### src/design/pstg_pkg.sv
// ----------------------------------------------------------------------------
// pstg_pkg: shared definitions of the polar two-axis step generator
// Field widths, command and register codes, and the status word of the
// serial arithmetic units.
// ----------------------------------------------------------------------------
`default_nettype none

package pstg_pkg;

   localparam int DATA_W      = 32;   // Q16.16 words
   localparam int FRAC_W      = 16;
   localparam int CMD_W       = 2;
   localparam int CSR_INDEX_W = 3;
   localparam int OUT_COUNT_W = 24;   // reported width of the tick counts
   localparam int COUNT_BITS  = 24;   // saturation width of the tick counts

   // serial multiplier: 48-bit multiplicand, 32-bit multiplier
   localparam int MUL_A_W = 48;
   localparam int MUL_B_W = DATA_W;
   localparam int MUL_P_W = MUL_A_W + MUL_B_W;

   typedef logic [COUNT_BITS-1:0] count_type;

   localparam logic [CMD_W-1:0] CMD_LOAD_MOVE   = 2'd0;
   localparam logic [CMD_W-1:0] CMD_ANGLE_TICK  = 2'd1;
   localparam logic [CMD_W-1:0] CMD_RADIUS_TICK = 2'd2;

   localparam logic [CSR_INDEX_W-1:0] REG_RADIUS_TICKS_PER_MM    = 3'd0;
   localparam logic [CSR_INDEX_W-1:0] REG_ANGLE_TICKS_PER_RAD    = 3'd1;
   localparam logic [CSR_INDEX_W-1:0] REG_COUPLING_MM_PER_RAD    = 3'd2;
   localparam logic [CSR_INDEX_W-1:0] REG_MM_PER_RADIUS_TICK     = 3'd3;
   localparam logic [CSR_INDEX_W-1:0] REG_RAD_PER_ANGLE_TICK     = 3'd4;
   localparam logic [CSR_INDEX_W-1:0] REG_COUPLING_MM_PER_ATICK  = 3'd5;

   // status of a multi-cycle arithmetic unit
   typedef struct packed {
      logic busy;   // iterating
      logic done;   // one-cycle pulse, result valid
   } unit_status_type;

endpackage

`default_nettype wire

### src/design/pstg_if.sv
// ----------------------------------------------------------------------------
// pstg channels: request, response and register-write channels
// Each carries valid, ready and its word; a word moves when both are high.
// ----------------------------------------------------------------------------
`default_nettype none

interface pstg_req_if;
   import pstg_pkg::*;

   logic                     valid;
   logic                     ready;
   logic [CMD_W-1:0]         command;
   logic signed [DATA_W-1:0] delta_radius;
   logic signed [DATA_W-1:0] delta_angle;
   logic [DATA_W-1:0]        move_time;
   logic                     motion_enabled;

   modport source (output valid, command, delta_radius, delta_angle, move_time,
                   motion_enabled, input ready);
   modport sink   (input valid, command, delta_radius, delta_angle, move_time,
                   motion_enabled, output ready);
endinterface

interface pstg_rsp_if;
   import pstg_pkg::*;

   logic                     valid;
   logic                     ready;
   logic [OUT_COUNT_W-1:0]   radius_remaining;
   logic [OUT_COUNT_W-1:0]   angle_remaining;
   logic                     radius_direction;
   logic                     angle_direction;
   logic [DATA_W-1:0]        radius_period;
   logic [DATA_W-1:0]        angle_period;
   logic                     radius_step_level;
   logic                     angle_step_level;
   logic signed [DATA_W-1:0] position_radius;
   logic signed [DATA_W-1:0] position_angle;

   modport source (output valid, radius_remaining, angle_remaining, radius_direction,
                   angle_direction, radius_period, angle_period, radius_step_level,
                   angle_step_level, position_radius, position_angle, input ready);
   modport sink   (input valid, radius_remaining, angle_remaining, radius_direction,
                   angle_direction, radius_period, angle_period, radius_step_level,
                   angle_step_level, position_radius, position_angle, output ready);
endinterface

interface pstg_csr_if;
   import pstg_pkg::*;

   logic                   valid;
   logic                   ready;
   logic [CSR_INDEX_W-1:0] index;
   logic [DATA_W-1:0]      data;

   modport source (output valid, index, data, input ready);
   modport sink   (input valid, index, data, output ready);
endinterface

`default_nettype wire

### src/design/pstg_mul.sv
// ----------------------------------------------------------------------------
// pstg_mul: serial shift-add multiplier
// Takes one multiplier bit per cycle; the full product is ready when done
// pulses and holds until the next start.
// ----------------------------------------------------------------------------
`default_nettype none

module pstg_mul (
   input  logic                           clock,
   input  logic                           reset,
   input  logic                           start,
   input  logic [pstg_pkg::MUL_A_W-1:0]   multiplicand,
   input  logic [pstg_pkg::MUL_B_W-1:0]   multiplier,
   output pstg_pkg::unit_status_type      status,
   output logic [pstg_pkg::MUL_P_W-1:0]   product
);
   import pstg_pkg::*;

   localparam int CNT_W = $clog2(MUL_B_W);

   logic [MUL_A_W-1:0] mcand_ff;
   logic [MUL_B_W-1:0] mplier_ff;
   logic [MUL_P_W-1:0] acc_ff;
   logic [MUL_P_W-1:0] acc_in;
   logic [MUL_A_W:0]   part_sum;
   logic [CNT_W-1:0]   cnt_ff;
   logic               busy_ff;
   logic               done_ff;
   logic               last_step;

   // add the multiplicand into the high half, then shift right one place
   always_comb begin
      part_sum = {1'b0, acc_ff[MUL_P_W-1:MUL_B_W]}
               + (mplier_ff[0] ? {1'b0, mcand_ff} : {(MUL_A_W+1){1'b0}});
      acc_in   = {part_sum, acc_ff[MUL_B_W-1:1]};
   end

   assign last_step = busy_ff && (cnt_ff == CNT_W'(MUL_B_W - 1));

   always_ff @(posedge clock) begin
      if (reset) begin
         busy_ff <= 1'b0;
         done_ff <= 1'b0;
         cnt_ff  <= '0;
      end else begin
         done_ff <= last_step;
         if (start) begin
            busy_ff <= 1'b1;
            cnt_ff  <= '0;
         end else if (busy_ff) begin
            cnt_ff <= cnt_ff + CNT_W'(1);
            if (last_step) begin
               busy_ff <= 1'b0;
            end
         end
      end
   end

   always_ff @(posedge clock) begin
      if (start) begin
         mcand_ff  <= multiplicand;
         mplier_ff <= multiplier;
         acc_ff    <= '0;
      end else if (busy_ff) begin
         mplier_ff <= {1'b0, mplier_ff[MUL_B_W-1:1]};
         acc_ff    <= acc_in;
      end
   end

   assign status.busy = busy_ff;
   assign status.done = done_ff;
   assign product     = acc_ff;

endmodule

`default_nettype wire

### src/design/pstg_div.sv
// ----------------------------------------------------------------------------
// pstg_div: serial restoring divider
// One quotient bit per cycle; a zero divisor yields an all-ones quotient.
// ----------------------------------------------------------------------------
`default_nettype none

module pstg_div (
   input  logic                          clock,
   input  logic                          reset,
   input  logic                          start,
   input  logic [pstg_pkg::DATA_W-1:0]   dividend,
   input  pstg_pkg::count_type           divisor,
   output pstg_pkg::unit_status_type     status,
   output logic [pstg_pkg::DATA_W-1:0]   quotient
);
   import pstg_pkg::*;

   localparam int CNT_W = $clog2(DATA_W);

   logic [DATA_W-1:0]   quo_ff;      // dividend shifts out, quotient shifts in
   count_type           rem_ff;
   count_type           rem_in;
   count_type           den_ff;
   logic [COUNT_BITS:0] rem_shift;
   logic [COUNT_BITS:0] rem_diff;
   logic                fits;
   logic [CNT_W-1:0]    cnt_ff;
   logic                busy_ff;
   logic                done_ff;
   logic                last_step;

   always_comb begin
      rem_shift = {rem_ff, quo_ff[DATA_W-1]};
      rem_diff  = rem_shift - {1'b0, den_ff};
      fits      = rem_shift >= {1'b0, den_ff};
      rem_in    = fits ? rem_diff[COUNT_BITS-1:0] : rem_shift[COUNT_BITS-1:0];
   end

   assign last_step = busy_ff && (cnt_ff == CNT_W'(DATA_W - 1));

   always_ff @(posedge clock) begin
      if (reset) begin
         busy_ff <= 1'b0;
         done_ff <= 1'b0;
         cnt_ff  <= '0;
      end else begin
         done_ff <= last_step;
         if (start) begin
            busy_ff <= 1'b1;
            cnt_ff  <= '0;
         end else if (busy_ff) begin
            cnt_ff <= cnt_ff + CNT_W'(1);
            if (last_step) begin
               busy_ff <= 1'b0;
            end
         end
      end
   end

   always_ff @(posedge clock) begin
      if (start) begin
         quo_ff <= dividend;
         rem_ff <= '0;
         den_ff <= divisor;
      end else if (busy_ff) begin
         quo_ff <= {quo_ff[DATA_W-2:0], fits};
         rem_ff <= rem_in;
      end
   end

   assign status.busy = busy_ff;
   assign status.done = done_ff;
   assign quotient    = quo_ff;

endmodule

`default_nettype wire

### src/design/polar_two_axis_step_generator.sv
// ----------------------------------------------------------------------------
// polar_two_axis_step_generator: radius and rotation stepper engine
// Turns move loads into tick counts, directions and tick periods, and
// timer ticks into step levels, counts and tracked positions.
// ----------------------------------------------------------------------------
//
//   channel  dir  word
//   -------  ---  --------------------------------------------------------
//   csr_ch   in   register index and data, always ready
//   req_ch   in   command, deltas, move time, motion enable
//   rsp_ch   out  counts, directions, periods, step levels, positions
//
// A load move runs four products on the shared shift-add multiplier, then a
// compare and a sum state, then two quotients on the restoring divider. A
// timer tick or an unused command goes through the tick state to the output
// state. Reset is synchronous and clears the registers, axis state and both
// handshakes. The result register holds while rsp_ch stalls; the next request
// word is taken once the result is parked.
// ----------------------------------------------------------------------------
`default_nettype none

module polar_two_axis_step_generator (
   input  logic       clock,
   input  logic       reset,
   pstg_csr_if.sink   csr_ch,
   pstg_req_if.sink   req_ch,
   pstg_rsp_if.source rsp_ch
);
   import pstg_pkg::*;

   // sequencer states
   localparam logic [3:0] S_IDLE     = 4'd0;
   localparam logic [3:0] S_MUL_RT   = 4'd1;   // radius ticks
   localparam logic [3:0] S_MUL_CLEN = 4'd2;   // coupling length
   localparam logic [3:0] S_MUL_CT   = 4'd3;   // coupling ticks
   localparam logic [3:0] S_MUL_AT   = 4'd4;   // angle ticks
   localparam logic [3:0] S_CMP      = 4'd5;
   localparam logic [3:0] S_SUM      = 4'd6;
   localparam logic [3:0] S_DIV_R    = 4'd7;   // radius period
   localparam logic [3:0] S_DIV_A    = 4'd8;   // angle period
   localparam logic [3:0] S_TICK     = 4'd9;
   localparam logic [3:0] S_OUT      = 4'd10;

   localparam int PAD_W = MUL_A_W - DATA_W;

   // clamp a tick count to the count width
   function automatic count_type sat_count(input logic [MUL_A_W:0] v);
      if (v[MUL_A_W:COUNT_BITS] != '0) begin
         return '1;
      end
      return v[COUNT_BITS-1:0];
   endfunction

   // low bits of a count as reported on the result word
   function automatic logic [OUT_COUNT_W-1:0] out_count(input count_type c);
      logic [COUNT_BITS+OUT_COUNT_W-1:0] wide;
      wide = {{OUT_COUNT_W{1'b0}}, c};
      return wide[OUT_COUNT_W-1:0];
   endfunction

   logic [3:0] state_ff, state_in;

   // configuration
   logic [DATA_W-1:0] rtpm_ff, atpr_ff, cmpr_ff, mprt_ff, rpat_ff, cmpat_ff;

   // axis state
   count_type         radius_count_ff, angle_count_ff;
   logic              radius_dir_ff, angle_dir_ff;
   logic              radius_step_ff, angle_step_ff;
   logic [DATA_W-1:0] radius_pos_ff, angle_pos_ff;

   // held request and intermediate results
   logic [CMD_W-1:0]   cmd_ff;
   logic               en_ff, dr_neg_ff, da_pos_ff;
   logic [DATA_W-1:0]  ma_ff, tm_ff;
   logic [MUL_A_W-1:0] rt_ff, ct_ff, at_ff;
   logic               gt_ff;
   logic [DATA_W-1:0]  rper_ff, aper_ff;

   // result register
   logic                   rsp_valid_ff;
   logic [OUT_COUNT_W-1:0] rsp_rrem_ff, rsp_arem_ff;
   logic                   rsp_rdir_ff, rsp_adir_ff, rsp_rstep_ff, rsp_astep_ff;
   logic [DATA_W-1:0]      rsp_rper_ff, rsp_aper_ff, rsp_rpos_ff, rsp_apos_ff;

   // arithmetic units
   logic               mul_start;
   logic [MUL_A_W-1:0] mul_a;
   logic [MUL_B_W-1:0] mul_b;
   logic [MUL_P_W-1:0] mul_prod;
   unit_status_type    mul_stat;
   logic               div_start;
   logic [DATA_W-1:0]  div_dividend;
   count_type          div_divisor;
   logic [DATA_W-1:0]  div_quo;
   unit_status_type    div_stat;

   logic               req_take, rsp_load, is_load;
   logic [DATA_W-1:0]  dr_raw, da_raw, mag_r, mag_a;
   logic [MUL_A_W-1:0] tick_rnd, clen_rnd;
   logic               agree, take_rt, radius_dir_in;
   logic [MUL_A_W-1:0] op_x, op_y;
   logic [MUL_A_W:0]   rc_sum;
   count_type          radius_count_in;
   logic               angle_live, radius_live;
   logic [DATA_W-1:0]  angle_pos_in, radius_pos_in, rad_addend;
   logic               rad_sub;

   assign csr_ch.ready = 1'b1;
   assign req_ch.ready = (state_ff == S_IDLE);
   assign req_take     = req_ch.valid && req_ch.ready;
   assign is_load      = (req_ch.command == CMD_LOAD_MOVE);
   assign rsp_load     = (state_ff == S_OUT) && (!rsp_valid_ff || rsp_ch.ready);

   // magnitudes of the deltas; the most negative value stays 2^31
   always_comb begin
      dr_raw = req_ch.delta_radius;
      da_raw = req_ch.delta_angle;
      mag_r  = dr_raw[DATA_W-1] ? (~dr_raw + DATA_W'(1)) : dr_raw;
      mag_a  = da_raw[DATA_W-1] ? (~da_raw + DATA_W'(1)) : da_raw;
   end

   // round half up: keep the upper part and add the first dropped bit
   always_comb begin
      tick_rnd = mul_prod[MUL_P_W-1:DATA_W] + MUL_A_W'(mul_prod[DATA_W-1]);
      clen_rnd = mul_prod[FRAC_W+MUL_A_W-1:FRAC_W] + MUL_A_W'(mul_prod[FRAC_W-1]);
   end

   // chain the four products on the one multiplier
   always_comb begin
      mul_start = 1'b0;
      mul_a     = '0;
      mul_b     = '0;
      case (state_ff)
         S_IDLE: begin
            if (req_take && is_load) begin
               mul_start = 1'b1;
               mul_a     = {{PAD_W{1'b0}}, mag_r};
               mul_b     = rtpm_ff;
            end
         end
         S_MUL_RT: begin
            if (mul_stat.done) begin
               mul_start = 1'b1;
               mul_a     = {{PAD_W{1'b0}}, ma_ff};
               mul_b     = cmpr_ff;
            end
         end
         S_MUL_CLEN: begin
            if (mul_stat.done) begin
               mul_start = 1'b1;
               mul_a     = clen_rnd;
               mul_b     = rtpm_ff;
            end
         end
         S_MUL_CT: begin
            if (mul_stat.done) begin
               mul_start = 1'b1;
               mul_a     = {{PAD_W{1'b0}}, ma_ff};
               mul_b     = atpr_ff;
            end
         end
         default: begin
         end
      endcase
   end

   // combine radius and coupling ticks: add when the directions agree,
   // otherwise take the difference and flip direction when it is not positive
   always_comb begin
      agree           = (da_pos_ff != dr_neg_ff);
      take_rt         = agree || gt_ff;
      op_x            = take_rt ? rt_ff : ct_ff;
      op_y            = take_rt ? ct_ff : rt_ff;
      rc_sum          = agree ? ({1'b0, op_x} + {1'b0, op_y})
                              : ({1'b0, op_x} - {1'b0, op_y});
      radius_dir_in   = take_rt ? dr_neg_ff : !dr_neg_ff;
      radius_count_in = sat_count(rc_sum);
   end

   // period divides: radius first, then angle
   always_comb begin
      div_start    = 1'b0;
      div_dividend = tm_ff;
      div_divisor  = radius_count_in;
      case (state_ff)
         S_SUM: begin
            div_start = 1'b1;
         end
         S_DIV_R: begin
            div_divisor = angle_count_ff;
            div_start   = div_stat.done;
         end
         default: begin
         end
      endcase
   end

   // timer tick datapath; the rotation also shifts the radius
   always_comb begin
      angle_live    = en_ff && (angle_count_ff != '0);
      radius_live   = en_ff && (radius_count_ff != '0);
      angle_pos_in  = angle_dir_ff ? (angle_pos_ff - rpat_ff) : (angle_pos_ff + rpat_ff);
      rad_addend    = (cmd_ff == CMD_ANGLE_TICK) ? cmpat_ff : mprt_ff;
      rad_sub       = (cmd_ff == CMD_ANGLE_TICK) ? !angle_dir_ff : radius_dir_ff;
      radius_pos_in = rad_sub ? (radius_pos_ff - rad_addend) : (radius_pos_ff + rad_addend);
   end

   always_comb begin
      state_in = state_ff;
      case (state_ff)
         S_IDLE: begin
            if (req_take) begin
               state_in = is_load ? S_MUL_RT : S_TICK;
            end
         end
         S_MUL_RT:   if (mul_stat.done) state_in = S_MUL_CLEN;
         S_MUL_CLEN: if (mul_stat.done) state_in = S_MUL_CT;
         S_MUL_CT:   if (mul_stat.done) state_in = S_MUL_AT;
         S_MUL_AT:   if (mul_stat.done) state_in = S_CMP;
         S_CMP:      state_in = S_SUM;
         S_SUM:      state_in = S_DIV_R;
         S_DIV_R:    if (div_stat.done) state_in = S_DIV_A;
         S_DIV_A:    if (div_stat.done) state_in = S_OUT;
         S_TICK:     state_in = S_OUT;
         S_OUT:      if (rsp_load) state_in = S_IDLE;
         default:    state_in = S_IDLE;
      endcase
   end

   // control, configuration and axis state
   always_ff @(posedge clock) begin
      if (reset) begin
         state_ff        <= S_IDLE;
         rsp_valid_ff    <= 1'b0;
         rtpm_ff         <= '0;
         atpr_ff         <= '0;
         cmpr_ff         <= '0;
         mprt_ff         <= '0;
         rpat_ff         <= '0;
         cmpat_ff        <= '0;
         radius_count_ff <= '0;
         angle_count_ff  <= '0;
         radius_dir_ff   <= 1'b0;
         angle_dir_ff    <= 1'b0;
         radius_step_ff  <= 1'b0;
         angle_step_ff   <= 1'b0;
         radius_pos_ff   <= '0;
         angle_pos_ff    <= '0;
      end else begin
         state_ff <= state_in;

         if (rsp_load) begin
            rsp_valid_ff <= 1'b1;
         end else if (rsp_ch.ready) begin
            rsp_valid_ff <= 1'b0;
         end

         if (csr_ch.valid && csr_ch.ready) begin
            case (csr_ch.index)
               REG_RADIUS_TICKS_PER_MM:   rtpm_ff  <= csr_ch.data;
               REG_ANGLE_TICKS_PER_RAD:   atpr_ff  <= csr_ch.data;
               REG_COUPLING_MM_PER_RAD:   cmpr_ff  <= csr_ch.data;
               REG_MM_PER_RADIUS_TICK:    mprt_ff  <= csr_ch.data;
               REG_RAD_PER_ANGLE_TICK:    rpat_ff  <= csr_ch.data;
               REG_COUPLING_MM_PER_ATICK: cmpat_ff <= csr_ch.data;
               default: begin
               end
            endcase
         end

         if (state_ff == S_SUM) begin
            radius_count_ff <= radius_count_in;
            radius_dir_ff   <= radius_dir_in;
            angle_count_ff  <= sat_count({1'b0, at_ff});
            angle_dir_ff    <= !da_pos_ff;
         end

         if (state_ff == S_TICK) begin
            case (cmd_ff)
               CMD_ANGLE_TICK: begin
                  if (angle_live) begin
                     if (!angle_step_ff) begin
                        angle_step_ff <= 1'b1;
                        angle_pos_ff  <= angle_pos_in;
                        radius_pos_ff <= radius_pos_in;
                     end else begin
                        angle_step_ff  <= 1'b0;
                        angle_count_ff <= angle_count_ff - COUNT_BITS'(1);
                     end
                  end
               end
               CMD_RADIUS_TICK: begin
                  if (radius_live) begin
                     if (!radius_step_ff) begin
                        radius_step_ff <= 1'b1;
                        radius_pos_ff  <= radius_pos_in;
                     end else begin
                        radius_step_ff  <= 1'b0;
                        radius_count_ff <= radius_count_ff - COUNT_BITS'(1);
                     end
                  end
               end
               default: begin
               end
            endcase
         end
      end
   end

   // held request, intermediate products and the result word
   always_ff @(posedge clock) begin
      if (req_take) begin
         cmd_ff    <= req_ch.command;
         en_ff     <= req_ch.motion_enabled;
         dr_neg_ff <= dr_raw[DATA_W-1];
         da_pos_ff <= !da_raw[DATA_W-1] && (da_raw != '0);
         ma_ff     <= mag_a;
         tm_ff     <= req_ch.move_time;
         if (!is_load) begin
            rper_ff <= '0;
            aper_ff <= '0;
         end
      end
      if (mul_stat.done) begin
         case (state_ff)
            S_MUL_RT: rt_ff <= tick_rnd;
            S_MUL_CT: ct_ff <= tick_rnd;
            S_MUL_AT: at_ff <= tick_rnd;
            default: begin
            end
         endcase
      end
      if (state_ff == S_CMP) begin
         gt_ff <= rt_ff > ct_ff;
      end
      if (div_stat.done) begin
         case (state_ff)
            S_DIV_R: rper_ff <= div_quo;
            S_DIV_A: aper_ff <= div_quo;
            default: begin
            end
         endcase
      end
      if (rsp_load) begin
         rsp_rrem_ff  <= out_count(radius_count_ff);
         rsp_arem_ff  <= out_count(angle_count_ff);
         rsp_rdir_ff  <= radius_dir_ff;
         rsp_adir_ff  <= angle_dir_ff;
         rsp_rper_ff  <= rper_ff;
         rsp_aper_ff  <= aper_ff;
         rsp_rstep_ff <= radius_step_ff;
         rsp_astep_ff <= angle_step_ff;
         rsp_rpos_ff  <= radius_pos_ff;
         rsp_apos_ff  <= angle_pos_ff;
      end
   end

   pstg_mul u_mul (
      .clock        (clock),
      .reset        (reset),
      .start        (mul_start),
      .multiplicand (mul_a),
      .multiplier   (mul_b),
      .status       (mul_stat),
      .product      (mul_prod)
   );

   pstg_div u_div (
      .clock    (clock),
      .reset    (reset),
      .start    (div_start),
      .dividend (div_dividend),
      .divisor  (div_divisor),
      .status   (div_stat),
      .quotient (div_quo)
   );

   assign rsp_ch.valid             = rsp_valid_ff;
   assign rsp_ch.radius_remaining  = rsp_rrem_ff;
   assign rsp_ch.angle_remaining   = rsp_arem_ff;
   assign rsp_ch.radius_direction  = rsp_rdir_ff;
   assign rsp_ch.angle_direction   = rsp_adir_ff;
   assign rsp_ch.radius_period     = rsp_rper_ff;
   assign rsp_ch.angle_period      = rsp_aper_ff;
   assign rsp_ch.radius_step_level = rsp_rstep_ff;
   assign rsp_ch.angle_step_level  = rsp_astep_ff;
   assign rsp_ch.position_radius   = rsp_rpos_ff;
   assign rsp_ch.position_angle    = rsp_apos_ff;

`ifndef SYNTHESIS
   a_mul_start_free: assert property (@(posedge clock) disable iff (reset)
      mul_start |-> !mul_stat.busy)
      else $error("multiplier restarted while busy");

   a_div_start_free: assert property (@(posedge clock) disable iff (reset)
      div_start |-> !div_stat.busy)
      else $error("divider restarted while busy");

   a_out_hold: assert property (@(posedge clock) disable iff (reset)
      (state_ff == S_OUT && rsp_valid_ff && !rsp_ch.ready) |=> (state_ff == S_OUT))
      else $error("result dropped while response stalled");

   a_radius_rise_live: assert property (@(posedge clock) disable iff (reset)
      $rose(radius_step_ff) |-> ($past(radius_count_ff) != '0))
      else $error("radius step raised with zero count");

   a_angle_rise_live: assert property (@(posedge clock) disable iff (reset)
      $rose(angle_step_ff) |-> ($past(angle_count_ff) != '0))
      else $error("angle step raised with zero count");
`endif

endmodule

`default_nettype wire
### src/flat_wrapper.sv
// flat-port wrapper written by rule: the top's interface ports become plain ports
module polar_two_axis_step_generator_flat import pstg_pkg::*;
  (clock, reset, csr_ch_valid, csr_ch_index, csr_ch_data, csr_ch_ready, req_ch_valid, req_ch_command, req_ch_delta_radius, req_ch_delta_angle, req_ch_move_time, req_ch_motion_enabled, req_ch_ready, rsp_ch_valid, rsp_ch_radius_remaining, rsp_ch_angle_remaining, rsp_ch_radius_direction, rsp_ch_angle_direction, rsp_ch_radius_period, rsp_ch_angle_period, rsp_ch_radius_step_level, rsp_ch_angle_step_level, rsp_ch_position_radius, rsp_ch_position_angle, rsp_ch_ready);
  pstg_csr_if csr_ch_i ();
  pstg_req_if req_ch_i ();
  pstg_rsp_if rsp_ch_i ();
  input  logic clock;
  input  logic reset;
  input wire logic [$bits(csr_ch_i.valid)-1:0] csr_ch_valid;
  input wire logic [$bits(csr_ch_i.index)-1:0] csr_ch_index;
  input wire logic [$bits(csr_ch_i.data)-1:0] csr_ch_data;
  output wire logic [$bits(csr_ch_i.ready)-1:0] csr_ch_ready;
  input wire logic [$bits(req_ch_i.valid)-1:0] req_ch_valid;
  input wire logic [$bits(req_ch_i.command)-1:0] req_ch_command;
  input wire logic [$bits(req_ch_i.delta_radius)-1:0] req_ch_delta_radius;
  input wire logic [$bits(req_ch_i.delta_angle)-1:0] req_ch_delta_angle;
  input wire logic [$bits(req_ch_i.move_time)-1:0] req_ch_move_time;
  input wire logic [$bits(req_ch_i.motion_enabled)-1:0] req_ch_motion_enabled;
  output wire logic [$bits(req_ch_i.ready)-1:0] req_ch_ready;
  output wire logic [$bits(rsp_ch_i.valid)-1:0] rsp_ch_valid;
  output wire logic [$bits(rsp_ch_i.radius_remaining)-1:0] rsp_ch_radius_remaining;
  output wire logic [$bits(rsp_ch_i.angle_remaining)-1:0] rsp_ch_angle_remaining;
  output wire logic [$bits(rsp_ch_i.radius_direction)-1:0] rsp_ch_radius_direction;
  output wire logic [$bits(rsp_ch_i.angle_direction)-1:0] rsp_ch_angle_direction;
  output wire logic [$bits(rsp_ch_i.radius_period)-1:0] rsp_ch_radius_period;
  output wire logic [$bits(rsp_ch_i.angle_period)-1:0] rsp_ch_angle_period;
  output wire logic [$bits(rsp_ch_i.radius_step_level)-1:0] rsp_ch_radius_step_level;
  output wire logic [$bits(rsp_ch_i.angle_step_level)-1:0] rsp_ch_angle_step_level;
  output wire logic [$bits(rsp_ch_i.position_radius)-1:0] rsp_ch_position_radius;
  output wire logic [$bits(rsp_ch_i.position_angle)-1:0] rsp_ch_position_angle;
  input wire logic [$bits(rsp_ch_i.ready)-1:0] rsp_ch_ready;
  assign csr_ch_i.valid = csr_ch_valid;
  assign csr_ch_i.index = csr_ch_index;
  assign csr_ch_i.data = csr_ch_data;
  assign csr_ch_ready = csr_ch_i.ready;
  assign req_ch_i.valid = req_ch_valid;
  assign req_ch_i.command = req_ch_command;
  assign req_ch_i.delta_radius = req_ch_delta_radius;
  assign req_ch_i.delta_angle = req_ch_delta_angle;
  assign req_ch_i.move_time = req_ch_move_time;
  assign req_ch_i.motion_enabled = req_ch_motion_enabled;
  assign req_ch_ready = req_ch_i.ready;
  assign rsp_ch_valid = rsp_ch_i.valid;
  assign rsp_ch_radius_remaining = rsp_ch_i.radius_remaining;
  assign rsp_ch_angle_remaining = rsp_ch_i.angle_remaining;
  assign rsp_ch_radius_direction = rsp_ch_i.radius_direction;
  assign rsp_ch_angle_direction = rsp_ch_i.angle_direction;
  assign rsp_ch_radius_period = rsp_ch_i.radius_period;
  assign rsp_ch_angle_period = rsp_ch_i.angle_period;
  assign rsp_ch_radius_step_level = rsp_ch_i.radius_step_level;
  assign rsp_ch_angle_step_level = rsp_ch_i.angle_step_level;
  assign rsp_ch_position_radius = rsp_ch_i.position_radius;
  assign rsp_ch_position_angle = rsp_ch_i.position_angle;
  assign rsp_ch_i.ready = rsp_ch_ready;
  polar_two_axis_step_generator u_core (.clock(clock), .reset(reset), .csr_ch(csr_ch_i), .req_ch(req_ch_i), .rsp_ch(rsp_ch_i));
endmodule
### config.mk
export PLATFORM = sky130hd
export DESIGN_NAME = polar_two_axis_step_generator_flat
export DESIGN_NICKNAME = d
export VERILOG_FILES = /design/src/design/pstg_pkg.sv /design/src/design/pstg_if.sv /design/src/design/pstg_mul.sv /design/src/design/pstg_div.sv /design/src/design/polar_two_axis_step_generator.sv /design/src/flat_wrapper.sv
export SDC_FILE = /design/constraint.sdc
export NUM_CORES = 2
export LEC_CHECK = 0
export BUFFER_PORTS_ARGS = -buffer_cell sky130_fd_sc_hd__buf_2
export CORE_MARGIN = 1.5
export CORE_UTILIZATION = 47
export CTS_CLUSTER_DIAMETER = 120
export CTS_CLUSTER_SIZE = 8
export DETAILED_ROUTE_END_ITERATION = 8
export PLACE_DENSITY = 0.74
export RECOVER_POWER = 25
export SLEW_MARGIN = 10
export SYNTH_ARGS = -nofsm -noshare
export SYNTH_HDL_FRONTEND = slang
export SYNTH_HIERARCHICAL = 1
export SYNTH_SLANG_ARGS = --single-unit
### constraint.sdc
create_clock -name clock -period 7.3 [get_ports clock]
set_input_delay 0.73 -clock clock [delete_from_list [all_inputs] [get_ports clock]]
set_output_delay 0.73 -clock clock [all_outputs]
set_load 0.05 [all_outputs]
==> results.toml <==
[job]
drv_cap = 5

[cts]
cts_buffer_depth = 3
clock_sinks = 1010
cts-root-buf = "clkbuf_16"
cts.clk_slew.worst_paths_ns = 0.05
clk_latency_ns = 0.76
cts_tree = "done"
htree_levels = 4
cts_buffers = 144

[sta]
finalHoldViolations = 0
worst-slew-pin-transition_ns = 4.62
finalCriticalPeriod_ns = 7.00
max_freq_mhz = 143
finalCritPeriodShare_pct = 95.8
setup_violations = 0
worst_clock_skew_ns = 0.0705
drv_slew = 421
relSlewSlack_pct = -208

[worst_setup_path]
path_max_fanout = 24
cp_top_family = "simple AND/OR/NAND/NOR gates"
cpMostUsedCell = "or4_1"
max_stage_delay_ns = 0.51
crit_slowest_cell = "edfxtp_1"
crit_buf_inv = 3
worstPathArrival_ns = 7.51
start_kind = "flip-flop"
critical_path_class = "reg2reg"
end_kind = "flip-flop"
cp_data_required_time_ns = 7.81

[grt]
grt_max_degree = 226
track_usage_pct = 25.7
grt_pass1_wl_mm = 247
gr-total-overflow = 0
grt_pass1_vias = 43800
antenna_found_initial = 13

[power]
power_mw = 19.8
power.density_nw_per_um2 = 316
ir_worst_vdd_mv = 0.217
leakage_nw = 23.5

[finish]
nets = 6575
finish.utilization_pct = 53.8
drive_above_1_share_pct = 10.9
flow.area_growth_from_synthesis_pct = 13.3

[yosys]
syn_inst = 5964
syn-num-nets = 6355
syn_area_per_cell_um2 = 9.28
yosysWarnings = 6
synth_area_um2 = 55300

[floorplanning]
core_um2 = 117000
io_pins = 322
die_y_um = 346
die-area_um2 = 120000
rows = 125
die_w_um = 346
start_util_pct = 47.5

[drt]
route.detailed.drc = 0
antenna_left = 0
wl_mm = 161
via_per_inst = 5.99
drt_iter0_drc = 5138
drt_first_pass_iters = 8
routedWlPerCell_um = 20.6
vias = 46900

[placed_design]
hpwl_mm = 114
port-buffer-count = 320
gp_routability_congestion = 0.933

[status]
status = "finished, violations left"
violations = "max-capacitance violations, max-slew violations"

[min_path]
hold_path_class = "in2reg"
==> timing repair <==
action	CTS	global route
endpoints found under the setup margin	0	48
gates resized for setup	0	12
setup buffers	0	4
hold buffers	0	0
==> routing by layer <==
layer | vias to the layer above | share of wire, % | GRT usage [%]
met5 | - | 0.014 | 0
met3 | 304 | 8.0 | 4.18
li1 | 22200 | - | -
met4 | 4 | 3.4 | 9.25
met2 | 2133 | 45 | 40.6
met1 | 22300 | 44 | 35.5
==> stage by stage <==
step / cell area, um^2 / hold slack [ns] / instances / worst slack (ns) / TNS, ns
floorplan: 55300 / 0.406 / 5964 / 0.0279 / 0
global placement: 58300 / 0.415 / 7556 / 0.511 / 0
detailed placement: 58300 / 0.417 / 7556 / 0.398 / 0
CTS: 62600 / 0.117 / 7818 / 0.340 / 0
global route: 62700 / 0.135 / 7830 / -0.0838 / -0.928
finish: 62700 / 0.149 / 7830 / 0.304 / 0
==> flip-flops by register name (all words and copies together), names as in the netlist, 48 cells and up <==
| signal | cells |
|---|---|
| u_core/rt_ff | 48 |
| u_core/u_mul/product | 65 |
| u_core/u_mul/mcand_ff | 48 |
| u_core/at_ff | 48 |
| u_core/ct_ff | 48 |
==> final cells by class <==
class / instances / area, um^2
inverter: 198 / 744
fill: 10200 / 53800
sequential: 1010 / 25500
clock buffer: 247 / 4010
antenna: 6 / 15.0
tap: 1524 / 1910
multi-input combinational: 4436 / 28000
timing repair buffer: 394 / 2180
clock inverter: 15 / 329
==> placed cells by master, fill, tap and decap left out, types with 113 or more instances in the layout <==
cell and instances:
inv_1 195, dfxtp_1 478, o21ai_0 293, a21oi_1 562, nor3_1 165, a31oi_1 113
clkbuf_1 119, nand2_1 853, buf_2 305, ha_1 246, nand3_1 113, nor2_1 410
edfxtp_1 530, clkbuf_16 146, xnor2_1 236, xor2_1 152
==> power by group <==
group / leakage (nW) / internal [mW] / total, mW / switching, mW
Clock: 2.05 / 3.76 / 6.33 / 2.57
Sequential: 8.77 / 6.61 / 7.11 / 0.498
Combinational: 12.7 / 2.24 / 6.38 / 4.14
Total: 23.5 / 12.6 / 19.8 / 7.21
==> path summary, 6_finish.rpt <==
kind	startpoint	endpoint	slack (ns)	cells after the start
hold / removal	req_ch_motion_enabled	u_core/en_ff$_DFFE_PP_	0.15	1
hold reg to reg	u_core/aper_ff[12]$_DFF_P_	u_core/rsp_ch.angle_period[12]$_DFFE_PP_	0.43	0
setup / recovery	u_core/da_pos_ff$_DFFE_PP_	u_core/radius_count_ff[0]$_SDFF_PP0_	0.30	28
setup reg to reg	u_core/da_pos_ff$_DFFE_PP_	u_core/radius_count_ff[0]$_SDFF_PP0_	0.30	28
(Power assumes the default switching activity.)
